==> src/rtl/core/prd_pkg.sv <==
// Package for the pulse rate detector core.
// Holds field widths, register indexes, word layouts and the sequencer state type.
// No dependencies.
package prd_pkg;

    localparam int SAMPLE_BITS  = 10;
    localparam int TIME_BITS    = 32;
    localparam int HOLDOFF_BITS = 8;
    localparam int RATE_BITS    = 16;
    localparam int CFG_DATA_W   = 16;
    localparam int CFG_INDEX_W  = 3;

    localparam int IN_W        = SAMPLE_BITS + TIME_BITS;
    localparam int IN_TDATA_W  = ((IN_W + 7) / 8) * 8;
    localparam int OUT_W       = RATE_BITS + 2;
    localparam int OUT_TDATA_W = ((OUT_W + 7) / 8) * 8;

    localparam logic [RATE_BITS-1:0] RATE_NUMER = RATE_BITS'(60000);
    localparam logic [RATE_BITS-1:0] RATE_SAT   = RATE_BITS'(60000);

    localparam logic [SAMPLE_BITS-1:0]  UPPER_RST   = SAMPLE_BITS'(560);
    localparam logic [SAMPLE_BITS-1:0]  LOWER_RST   = SAMPLE_BITS'(530);
    localparam logic [HOLDOFF_BITS-1:0] HOLDOFF_RST = HOLDOFF_BITS'(20);
    localparam logic [RATE_BITS-1:0]    MIN_RST     = RATE_BITS'(60);
    localparam logic [RATE_BITS-1:0]    MAX_RST     = RATE_BITS'(175);

    localparam logic [CFG_INDEX_W-1:0] REG_UPPER_THR = CFG_INDEX_W'(0);
    localparam logic [CFG_INDEX_W-1:0] REG_LOWER_THR = CFG_INDEX_W'(1);
    localparam logic [CFG_INDEX_W-1:0] REG_HOLDOFF   = CFG_INDEX_W'(2);
    localparam logic [CFG_INDEX_W-1:0] REG_MIN_RATE  = CFG_INDEX_W'(3);
    localparam logic [CFG_INDEX_W-1:0] REG_MAX_RATE  = CFG_INDEX_W'(4);

    typedef enum logic [1:0] {
        ST_IDLE,
        ST_EVAL,
        ST_DIV,
        ST_OUT
    } prd_state_t;

endpackage

==> src/rtl/core/pulse_rate_detector_core.sv <==
// Top level of the pulse rate detector: beat detection with hysteresis and rate output.
// Depends on prd_pkg and prd_div.
//
// Each input word carries one ADC sample and its millisecond timestamp and yields exactly
// one output word with the held rate in beats per minute, a flag for a freshly computed
// rate and an in-window indicator. A word that needs no division passes from acceptance
// through the evaluation state to the output state, which loads the output register. A word
// that completes a beat with an elapsed time from 1 to 60000 ms runs the rate division
// through a restoring divider that produces one quotient bit per cycle; such a word is
// evaluated and loads the divider, then takes sixteen divider steps, has its quotient taken
// and then loads the output register. The block takes one word at a time and is ready
// again in the cycle after the output register loads; a finished output word may wait in
// its register while the next input word is taken. Configuration is written through the
// plain write port; the user must write it only while idle, the block does not enforce it.
module pulse_rate_detector_core (
    input  logic                               aclk,
    input  logic                               aresetn,
    input  logic                               cfg_wr_en,
    input  logic [prd_pkg::CFG_INDEX_W-1:0]    cfg_index,
    input  logic [prd_pkg::CFG_DATA_W-1:0]     cfg_wdata,
    input  logic                               s_tvalid,
    output logic                               s_tready,
    // Fields from bit 0 up: sample, time_ms, zero fill.
    input  logic [prd_pkg::IN_TDATA_W-1:0]     s_tdata,
    output logic                               m_tvalid,
    input  logic                               m_tready,
    // Fields from bit 0 up: rate_bpm, new_rate, rate_in_window, zero fill.
    output logic [prd_pkg::OUT_TDATA_W-1:0]    m_tdata
);

    localparam int SB = prd_pkg::SAMPLE_BITS;
    localparam int TB = prd_pkg::TIME_BITS;
    localparam int RB = prd_pkg::RATE_BITS;
    localparam int HB = prd_pkg::HOLDOFF_BITS;

    prd_pkg::prd_state_t state_reg, state_next;

    logic [SB-1:0] upper_reg, lower_reg;
    logic [HB-1:0] holdoff_reg;
    logic [RB-1:0] min_reg, max_reg;

    logic          timing_reg, timing_next;
    logic          complete_reg, complete_next;
    logic [TB-1:0] start_reg, start_next;
    logic [RB-1:0] held_reg, held_next;
    logic          fresh_reg, fresh_next;

    logic [SB-1:0] sample_reg;
    logic [TB-1:0] time_reg;

    logic                  m_valid_reg, m_valid_next;
    logic [RB-1:0]         m_rate_reg;
    logic                  m_fresh_reg, m_window_reg;
    logic                  out_load;

    logic [TB-1:0] ahead, elapsed;
    logic          holdoff_skip, above_upper, below_lower;
    logic          div_start, div_done;
    logic [RB-1:0] div_quo;

    assign ahead        = start_reg - time_reg;
    assign elapsed      = time_reg - start_reg;
    assign holdoff_skip = timing_reg && (ahead != '0) && (ahead <= TB'(holdoff_reg));
    assign above_upper  = sample_reg > upper_reg;
    assign below_lower  = sample_reg < lower_reg;
    assign out_load     = (state_reg == prd_pkg::ST_OUT) && (!m_valid_reg || m_tready);

    prd_div u_div (
        .aclk     (aclk),
        .aresetn  (aresetn),
        .start    (div_start),
        .divisor  (elapsed[RB-1:0]),
        .done     (div_done),
        .quotient (div_quo)
    );

    always_comb begin
        state_next    = state_reg;
        timing_next   = timing_reg;
        complete_next = complete_reg;
        start_next    = start_reg;
        held_next     = held_reg;
        fresh_next    = fresh_reg;
        div_start     = 1'b0;
        unique case (state_reg)
            prd_pkg::ST_IDLE: begin
                if (s_tvalid) begin
                    state_next = prd_pkg::ST_EVAL;
                end
            end
            prd_pkg::ST_EVAL: begin
                fresh_next = 1'b0;
                state_next = prd_pkg::ST_OUT;
                if (!holdoff_skip) begin
                    if (above_upper && complete_reg) begin
                        fresh_next    = 1'b1;
                        timing_next   = 1'b1;
                        start_next    = time_reg + TB'(holdoff_reg);
                        complete_next = below_lower;
                        if (elapsed == '0) begin
                            held_next = prd_pkg::RATE_SAT;
                        end else if (elapsed > TB'(prd_pkg::RATE_NUMER)) begin
                            held_next = '0;
                        end else begin
                            div_start  = 1'b1;
                            state_next = prd_pkg::ST_DIV;
                        end
                    end else begin
                        if (above_upper && !timing_reg) begin
                            timing_next = 1'b1;
                            start_next  = time_reg + TB'(holdoff_reg);
                        end
                        if (below_lower && (timing_reg || above_upper)) begin
                            complete_next = 1'b1;
                        end
                    end
                end
            end
            prd_pkg::ST_DIV: begin
                if (div_done) begin
                    held_next  = div_quo;
                    state_next = prd_pkg::ST_OUT;
                end
            end
            prd_pkg::ST_OUT: begin
                if (out_load) begin
                    state_next = prd_pkg::ST_IDLE;
                end
            end
            default: state_next = prd_pkg::ST_IDLE;
        endcase
    end

    always_comb begin
        m_valid_next = m_valid_reg;
        if (out_load) begin
            m_valid_next = 1'b1;
        end else if (m_tready) begin
            m_valid_next = 1'b0;
        end
    end

    always_ff @(posedge aclk) begin
        if (!aresetn) begin
            state_reg    <= prd_pkg::ST_IDLE;
            upper_reg    <= prd_pkg::UPPER_RST;
            lower_reg    <= prd_pkg::LOWER_RST;
            holdoff_reg  <= prd_pkg::HOLDOFF_RST;
            min_reg      <= prd_pkg::MIN_RST;
            max_reg      <= prd_pkg::MAX_RST;
            timing_reg   <= 1'b0;
            complete_reg <= 1'b0;
            start_reg    <= '0;
            held_reg     <= '0;
            fresh_reg    <= 1'b0;
            m_valid_reg  <= 1'b0;
        end else begin
            state_reg    <= state_next;
            timing_reg   <= timing_next;
            complete_reg <= complete_next;
            start_reg    <= start_next;
            held_reg     <= held_next;
            fresh_reg    <= fresh_next;
            m_valid_reg  <= m_valid_next;
            if (cfg_wr_en) begin
                unique case (cfg_index)
                    prd_pkg::REG_UPPER_THR: upper_reg   <= cfg_wdata[SB-1:0];
                    prd_pkg::REG_LOWER_THR: lower_reg   <= cfg_wdata[SB-1:0];
                    prd_pkg::REG_HOLDOFF:   holdoff_reg <= cfg_wdata[HB-1:0];
                    prd_pkg::REG_MIN_RATE:  min_reg     <= cfg_wdata[RB-1:0];
                    prd_pkg::REG_MAX_RATE:  max_reg     <= cfg_wdata[RB-1:0];
                    default: ;
                endcase
            end
        end
        if (s_tvalid && s_tready) begin
            sample_reg <= s_tdata[SB-1:0];
            time_reg   <= s_tdata[SB+TB-1:SB];
        end
        if (out_load) begin
            m_rate_reg   <= held_reg;
            m_fresh_reg  <= fresh_reg;
            m_window_reg <= (held_reg >= min_reg) && (held_reg <= max_reg);
        end
    end

    assign s_tready = (state_reg == prd_pkg::ST_IDLE);
    assign m_tvalid = m_valid_reg;
    assign m_tdata  = {(prd_pkg::OUT_TDATA_W - prd_pkg::OUT_W)'(0),
                       m_window_reg, m_fresh_reg, m_rate_reg};

    assert property (@(posedge aclk) disable iff (!aresetn)
        (s_tvalid && s_tready) |=> (state_reg == prd_pkg::ST_EVAL))
        else $error("Accepted word did not start evaluation.");

    assert property (@(posedge aclk) disable iff (!aresetn)
        div_done |-> (state_reg == prd_pkg::ST_DIV))
        else $error("Divider finished outside the division state.");

    assert property (@(posedge aclk) disable iff (!aresetn)
        ((state_reg == prd_pkg::ST_OUT) && fresh_reg) |-> timing_reg)
        else $error("Fresh rate without timing restarted.");

    assert property (@(posedge aclk) disable iff (!aresetn)
        held_reg <= prd_pkg::RATE_SAT)
        else $error("Held rate exceeds saturation value.");

endmodule

==> src/rtl/core/prd_div.sv <==
// Restoring divider that computes the rate constant divided by a 16-bit divisor.
// One quotient bit per cycle; uses prd_pkg.
module prd_div (
    input  logic                           aclk,
    input  logic                           aresetn,
    input  logic                           start,
    input  logic [prd_pkg::RATE_BITS-1:0]  divisor,
    output logic                           done,
    output logic [prd_pkg::RATE_BITS-1:0]  quotient
);

    localparam int CNT_W = $clog2(prd_pkg::RATE_BITS);

    logic                          busy_reg, busy_next;
    logic                          done_reg, done_next;
    logic [CNT_W-1:0]              cnt_reg, cnt_next;
    logic [prd_pkg::RATE_BITS-1:0] rem_reg, rem_next;
    logic [prd_pkg::RATE_BITS-1:0] quo_reg, quo_next;
    logic [prd_pkg::RATE_BITS-1:0] dvs_reg, dvs_next;
    logic [prd_pkg::RATE_BITS:0]   trial;
    logic [prd_pkg::RATE_BITS:0]   diff;
    logic                          fits;

    assign trial = {rem_reg, quo_reg[prd_pkg::RATE_BITS-1]};
    assign diff  = trial - {1'b0, dvs_reg};
    assign fits  = (trial >= {1'b0, dvs_reg});

    always_comb begin
        busy_next = busy_reg;
        done_next = 1'b0;
        cnt_next  = cnt_reg;
        rem_next  = rem_reg;
        quo_next  = quo_reg;
        dvs_next  = dvs_reg;
        if (start) begin
            busy_next = 1'b1;
            cnt_next  = '0;
            rem_next  = '0;
            quo_next  = prd_pkg::RATE_NUMER;
            dvs_next  = divisor;
        end else if (busy_reg) begin
            rem_next = fits ? diff[prd_pkg::RATE_BITS-1:0] : trial[prd_pkg::RATE_BITS-1:0];
            quo_next = {quo_reg[prd_pkg::RATE_BITS-2:0], fits};
            cnt_next = cnt_reg + CNT_W'(1);
            if (cnt_reg == CNT_W'(prd_pkg::RATE_BITS - 1)) begin
                busy_next = 1'b0;
                done_next = 1'b1;
            end
        end
    end

    always_ff @(posedge aclk) begin
        if (!aresetn) begin
            busy_reg <= 1'b0;
            done_reg <= 1'b0;
            cnt_reg  <= '0;
        end else begin
            busy_reg <= busy_next;
            done_reg <= done_next;
            cnt_reg  <= cnt_next;
        end
        rem_reg <= rem_next;
        quo_reg <= quo_next;
        dvs_reg <= dvs_next;
    end

    assign done     = done_reg;
    assign quotient = quo_reg;

endmodule
==> config.mk <==
export PLATFORM = sky130hd
export DESIGN_NAME = pulse_rate_detector_core
export DESIGN_NICKNAME = d
export VERILOG_FILES = /design/src/rtl/core/prd_pkg.sv /design/src/rtl/core/pulse_rate_detector_core.sv /design/src/rtl/core/prd_div.sv
export SDC_FILE = /design/constraint.sdc
export NUM_CORES = 1
export LEC_CHECK = 0
export BUFFER_PORTS_ARGS = -buffer_cell sky130_fd_sc_hd__clkbuf_2
export CAP_MARGIN = 20
export CORE_ASPECT_RATIO = 0.5
export CORE_UTILIZATION = 25
export DETAILED_ROUTE_END_ITERATION = 7
export GPL_TIMING_DRIVEN = 0
export SYNTH_ARGS = -nofsm -noshare
export SYNTH_HDL_FRONTEND = slang
export SYNTH_SLANG_ARGS = --single-unit
==> constraint.sdc <==
create_clock -name aclk -period 9.2 [get_ports aclk]
set_input_delay 0 -clock aclk [delete_from_list [all_inputs] [get_ports aclk]]
set_output_delay 0 -clock aclk [all_outputs]
set_load 0.02 [all_outputs]
==> summary.md, run 1 <==
| Metric | Value |
|---|---|
| Power Density | `226.6 nW/um^2` |
| Synth Instances | `1834` |
| Max_cap viols | `0` |
| H-tree level count | `1` |
| Worst slew pin tran | `1.061 ns` |
| Pwr Total | `4198 uW` |
| R2R Path Start | `time_reg[0]` |
| First-pass GRT wire length | `71.97 mm` |
| Worst-path fanout max | `10` |
| Most common cell after layout, fill and taps aside | `nand2_1` |
| Clock latency on the worst-skew pair | `0.58 ns` |
| Vias in the first global route | `13079` |
| Post-CTS Setup Bufs | `0` |
| Post-placement cell count | `2751` |
| Starting DRC count in detailed routing | `1195` |
| Commonest cells after routing, fill and taps aside | `207 x nand2_1, 179 x inv_1, 152 x dfxtp_1, 150 x ha_1, 149 x a21oi_1` |
| Async SR Flop Fraction | `0%` |
| Detail Route Antenna Nets | `0` |
| Post-synthesis sequential area ratio | `34.34%` |
| End of the worst register-to-register path | `start_reg[29]` |
| Post-route clock skew | `0.03691 ns` |
| Top cells by area, synth | `dfxtp_1 20%, edfxtp_1 15%, ha_1 12%` |
| Crit path kind | `flop to flop` |
| Die area | `63080 um^2` |
| IO Pins | `98` |
| Number of port buffers | `85` |
| Worst Hold Class | `input port to flop` |
| Setup TNS | `0 ns` |
| Post-Route WL | `45.77 mm` |
| Total number of vias | `13931` |
| Post-route DRC | `0` |
| Core ar. | `61180 um^2` |
| Hold worst-path end | `time_reg[25]` |
| CTS tree | `built` |
| Antenna violations before repair | `0` |
| Synth top area share | `19.63%` |
| Area of placed instances | `17020 um^2` |
| Hold Path Origin | `s_tdata[35]` |
| Fin nets | `2246` |
| FF+latch area | `5325 um^2` |
| Ant. Diodes | `0` |
| Initial Util | `25.34%` |
| Flop2flop setup slack | `3.60 ns` |
| FILL cells | `6493` |
| Area Overhead vs Synth | `19.50%` |
| Flops & latches, synth | `228` |
| Pin count of the biggest net entering global routing | `37` |
| Clock Sinks | `228` |
| Peak Freq | `178.4 MHz` |
| Fin crit period | `5.605 ns` |
| Yosys warning count | `0` |
| Yosys top cell by area | `dfxtp_1` |
| Die Width | `354.2 um` |
| Cell Rows | `64` |
| Clock Path Buffers | `3` |
| Root Buffer | `clkbuf_16` |
| Hold Violations, Final | `0` |
| Mapped cell area | `15500 um^2` |
| Multi-input gate area | `9106 um^2` |
| Post-synth EDFFs | `76` |
| Die Ht | `178.1 um` |
| Syn avg cell area | `8.454 um^2` |
| Fin cells | `2865` |
| Vias per cell | `4.862` |
| Maximum vdd drop | `131.5 uV` |
| First-pass DRT Iterations | `6` |
| CP Data Arrival Time | `6.01 ns` |
| RSZ-0062 raised after global routing | `no` |
| Synth unique cells | `92` |
| Result of the run | `finished, final reports clean` |
| Grt total ovfl | `0` |
| Clk slew on worst S/H paths | `0.06 ns` |
| LEAKAGE | `0.007236 uW` |
| Critical Path End Type | `flop` |
| Max-slew headroom | `28.63%` |
| Hold Path Depth | `2` |
| Design Area, Final | `18530 um^2` |
| Num CTS Buffers | `26` |
| Worst r2r path cells | `18` |
| Worst setup SP type | `flop` |
| All-Layer GR Usage | `14.20%` |
| Final Util | `30.28%` |
| Share of cells above drive strength 1 | `10.64%` |
| Final worst path period share | `60.92%` |
| Worst endpoint required time | `9.60 ns` |
| Gpl congestion | `0.9323` |
| Slew Viols, Final | `0` |
| Detailed placer's ending HPWL | `35.56 mm` |
| Avg WL per Cell | `15.97 um` |
| Ys flop type | `dfxtp_1` |
| Number of setup violations in the final report | `0` |
-- stage by stage --
| step | hold WS, ns | worst slack [ns] |
|---|---|---|
| after detailed placement | 0.1786 | 3.648 |
| after global placement | 0.1764 | 3.651 |
| after CTS | 0.1121 | 3.618 |
| final | 0.1362 | 3.595 |
| after floorplan | 0.09887 | 4.722 |
| after global routing | 0.1282 | 3.299 |
-- synth_stat cells (6+ instances only) --
cell type and n:
nand2_1 207, inv_1 179, dfxtp_1 152, ha_1 150, a21oi_1 149, nor2_1 139, edfxtp_1 76, o21ai_0 71
xnor2_1 51, clkbuf_1 49, a211oi_1 42, nor3_1 39, o211ai_1 37, a21o_1 34, mux2i_1 33, nand3_1 30
nand4_1 29, o21a_1 25, nor2b_1 22, xor2_1 20, nor4_1 17, buf_2 15, o22ai_1 14, buf_4 13
a211oi_2 12, nand2b_1 12, or2_2 12, or3_1 12, a221oi_1 11, a31oi_1 10, and2_1 10, o31ai_1 9
a21boi_0 8, and3_1 8, nand3b_1 8, o21bai_1 8, or4_1 8, a211o_1 6, a22oi_1 6, buf_1 6
-- where the power goes --
group / switching [uW] / total (uW) / internal [uW] / leakage (uW)
logic: 1190 / 1880 / 692 / 0.00488
clock network: 453 / 1030 / 582 / 0.000425
registers: 93.6 / 1280 / 1190 / 0.00193
total: 1730 / 4200 / 2460 / 0.00724
-- logic make-up (layout without fill, tap and decap cells) --
| kind of cell | Yosys count | after routing | share of synthesized area (%) |
|---|---|---|---|
| and+or+nand+nor | 579 | 579 | 17.98 |
| AOI/OAI and AO/OA | 500 | 500 | 21.68 |
| buffers and inverters | 266 | 467 | 7.069 |
| DFF | 228 | 228 | 34.34 |
| adders and majority gates | 154 | 154 | 12.62 |
| xor gates and xnor gates | 71 | 71 | 4.011 |
| muxes | 35 | 35 | 2.276 |
| other | 1 | 6 | 0.02419 |
-- critical path, cell delays in order (launching register included) --
cell and delay [ns]:
edfxtp_1 0.40, ha_1 0.20, inv_1 0.06, fa_1 0.39
a21o_1 0.22, a221oi_2 0.50, xnor2_1 0.18, ha_1 0.32
nand4_1 0.15, o21ai_0 0.33, or4b_1 0.47, nor4_1 0.24
nand4_1 0.18, nor4b_2 0.38, nand4b_2 0.29, o2111ai_1 0.37
buf_4 0.29, buf_2 0.34, a211oi_1 0.13
-- layer usage --
layer | GRT usage [%] | vias to the layer above | routed length (um)
li1 | - | 6906 | -
met1 | 19.71 | 6630 | 22080
met2 | 23.19 | 325 | 20430
met3 | 2.005 | 70 | 2258
met4 | 3.305 | 0 | 996
met5 | 0 | - | 0
-- layout make-up --
class,instances,share of cell area (%)
Multi-Input combinational cell,1345,49.15
Clock inverter,12,0.4997
Tap cell,825,5.571
Buffer,87,2.289
Clock buffer,36,4.092
Inverter,179,3.626
Timing Repair Buffer,153,6.031
Sequential cell,228,28.74
-- worst max-delay path by stage --
stage / from / endpoint / slack (ns)
6_report: time_reg[0] / start_reg[29] / 3.60
5_1_grt: time_reg[0] / start_reg[29] / 3.30
4_1_cts: time_reg[0] / start_reg[29] / 3.62
3_5_place_dp: time_reg[0] / start_reg[28] / 3.65
3_3_place_gp: time_reg[0] / start_reg[28] / 3.65
2_1_floorplan: time_reg[0] / u_div.dvs_reg[0] / 4.72
-- repair_timing --
item,in CTS,in global routing
hold buffers,66,0
hold endpoints to repair,109,0
gates resized for setup,0,0
(Power assumes the default switching activity.)
==> run 2, diff against run 1 <==
==> constraint.sdc (replaced) <==
create_clock -name aclk -period 4.6 [get_ports aclk]
set_input_delay 0 -clock aclk [delete_from_list [all_inputs] [get_ports aclk]]
set_output_delay 0 -clock aclk [all_outputs]
set_load 0.02 [all_outputs]
==> summary.md, run 2 (synthesis gave the netlist of run 1 again) <==
| Metric | Value |
|---|---|
| Result of the run | `complete, but fails checks (was finished, final reports clean)` |
| Violated checks | `negative setup slack` |
| Detailed placer's ending HPWL | `35.56 mm (unchanged)` |
| IO Pins | `98 (unchanged)` |
| Number of setup violations in the final report | `104 (was 0)` |
| LEAKAGE | `0.007583 uW (was 0.007236 uW)` |
| Switching pwr | `3696 uW (was 1734 uW)` |
| Max_cap viols | `0 (unchanged)` |
| Vias in the first global route | `13284 (was 13079)` |
| Peak Freq | `205.4 MHz (was 178.4 MHz)` |
| Num CTS Buffers | `26 (unchanged)` |
| Clock power share | `23.3% (was 24.6%)` |
| Post-Route WL | `47.73 mm (was 45.77 mm)` |
| Root Buffer | `clkbuf_16 (unchanged)` |
| Sequential share of power | `29.0% (was 30.6%)` |
| Detail Route Antenna Nets | `0 (unchanged)` |
| Setup TNS | `-16.40 ns (was 0 ns)` |
| Clock latency on the worst-skew pair | `0.58 ns (about the same)` |
| Die Ht | `178.1 um (unchanged)` |
| Worst-path fanout max | `8 (was 10)` |
| Vias per cell | `4.922 (was 4.862)` |
| Initial Util | `25.34% (unchanged)` |
| Share of cells above drive strength 1 | `16.02% (was 10.64%)` |
| Clk slew on worst S/H paths | `0.06 ns (about the same)` |
| Worst slew pin tran | `1.124 ns (was 1.061 ns)` |
| Die area | `63080 um^2 (unchanged)` |
| Antenna violations before repair | `0 (unchanged)` |
| Switching share of total power | `41.59% (was 41.30%)` |
| Worst endpoint required time | `5.00 ns (was 9.60 ns)` |
| Fin crit period | `4.868 ns (was 5.605 ns)` |
| Starting DRC count in detailed routing | `1338 (was 1195)` |
| Hold Violations, Final | `0 (unchanged)` |
| Post-route clock skew | `0.03537 ns (was 0.03691 ns)` |
| Slew Viols, Final | `0 (unchanged)` |
| Post-route DRC | `0 (unchanged)` |
| Maximum vdd drop | `274.6 uV (was 131.5 uV)` |
| Pwr Total | `8888 uW (was 4198 uW)` |
| Max-slew headroom | `25.10% (was 28.63%)` |
| Comb pwr share | `47.7% (was 44.8%)` |
| Power Density | `451.1 nW/um^2 (was 226.6 nW/um^2)` |
| Core ar. | `61180 um^2 (unchanged)` |
| Pin count of the biggest net entering global routing | `37 (unchanged)` |
| Die Width | `354.2 um (unchanged)` |
| Fin nets | `2278 (was 2246)` |
| CTS tree | `built (unchanged)` |
| Worst Hold Class | `input port to flop (unchanged)` |
| Number of port buffers | `85 (unchanged)` |
| Flop2flop setup slack | `-0.27 ns (was 3.60 ns)` |
| Crit path kind | `flop to flop (unchanged)` |
| Area Overhead vs Synth | `27.07% (was 19.50%)` |
| Avg WL per Cell | `16.48 um (was 15.97 um)` |
| Grt total ovfl | `0 (unchanged)` |
| Critical Path End Type | `flop (unchanged)` |
| Commonest cells after routing, fill and taps aside | `204 x nand2_1, 176 x inv_1, 150 x dfxtp_1, 148 x ha_1, 142 x a21oi_1 (was 207 x nand2_1, 179 x inv_1, 152 x dfxtp_1, 150 x ha_1, 149 x a21oi_1)` |
| Clock Path Buffers | `3 (unchanged)` |
| Final worst path period share | `105.8% (was 60.92%)` |
| CP Data Arrival Time | `5.26 ns (was 6.01 ns)` |
| Internal power | `5191 uW (was 2464 uW)` |
| Total number of vias | `14259 (was 13931)` |
| Worst setup SP type | `flop (unchanged)` |
| Ant. Diodes | `0 (unchanged)` |
| First-pass DRT Iterations | `6 (unchanged)` |
| Gpl congestion | `0.9323 (unchanged)` |
| Final Util | `32.21% (was 30.28%)` |
| Setup WS post-layout | `-0.2681 ns (was 3.595 ns)` |
| Clock Sinks | `228 (unchanged)` |
| All-Layer GR Usage | `14.46% (was 14.20%)` |
| Most common cell after layout, fill and taps aside | `nand2_1 (unchanged)` |
| First-pass GRT wire length | `73.14 mm (was 71.97 mm)` |
| RSZ-0062 raised after global routing | `yes (was no)` |
| H-tree level count | `1 (unchanged)` |
| Cell Rows | `64 (unchanged)` |
## run 2: per-stage QoR
stage | cells | hold WS (ns) | setup slack [ns] | cell area [um^2]
after CTS | 2885 | 0.1121 | -0.2346 | 19290
final | 2897 | 0.1345 | -0.2681 | 19700
after global routing | 2897 | 0.1281 | -0.4164 | 19700
after detailed placement | 2751 | 0.1786 | -0.9523 | 17020
after floorplan | 1839 | 0.09887 | 0.1222 | 15520
after global placement | 2749 | 0.1764 | -0.9495 | 16980
## run 2: worst paths after layout
kind,startpoint,endpoint,cells past startpoint
max,time_reg[2],held_reg[11],20
min,s_tdata[35],time_reg[25],2
max reg2reg,time_reg[2],held_reg[11],20
min reg2reg,lower_reg[3],lower_reg[3],2
## run 2: metal layers
metal / up-vias / share of wire (%) / GRT usage, %
li1: 6974 / - / -
met1: 6828 / 47 / 19.87
met2: 378 / 45 / 23.75
met3: 79 / 5.0 / 2.015
met4: 0 / 2.6 / 3.718
met5: - / 0 / 0
## run 2: worst max-delay path, cell delays in order, from the launching register on
cell	delay (ns)
edfxtp_1	0.45
ha_1	0.30
buf_2	0.19
o21a_1	0.17
o31ai_2	0.09
a21oi_1	0.26
xor2_1	0.15
ha_1	0.33
nand4_1	0.18
nor2_1	0.17
a211oi_2	0.08
or4b_1	0.48
nor4_1	0.24
nand4_1	0.21
nor4b_4	0.39
nand4b_4	0.21
and2_4	0.21
buf_12	0.13
a31oi_4	0.23
buf_12	0.16
a221oi_2	0.05
## run 2: final cells by class
cell class                      count  area, um^2
Buffer                             83       503.0
Clock buffer                       36       758.2
Clock inverter                     12       92.59
Fill cell                        6369       41480
Inverter                          179       671.9
Multi-Input combinational cell   1347        9693
Sequential cell                   228        5328
Tap cell                          825        1032
Timing Repair Buffer              187        1624
## run 2: power groups by stage
stage	registers, uW	logic, uW	clock network (uW)
6_report	2570	4240	2070
5_1_grt	2600	4620	2200
4_1_cts	2570	4010	2120
3_5_place_dp	2620	3630	0
3_3_place_gp	2620	3570	0
2_1_floorplan	2570	2650	0
## run 2: repair_timing
item                                   in CTS  in global routing
hold buffers                               66                  0
pin swaps                                  45                 54
endpoints found under the hold margin     109                  0
gates cloned                                4                  6
buffers inserted                           19                  7
setup endpoints to repair                 106                106
resized for setup                         106                 54
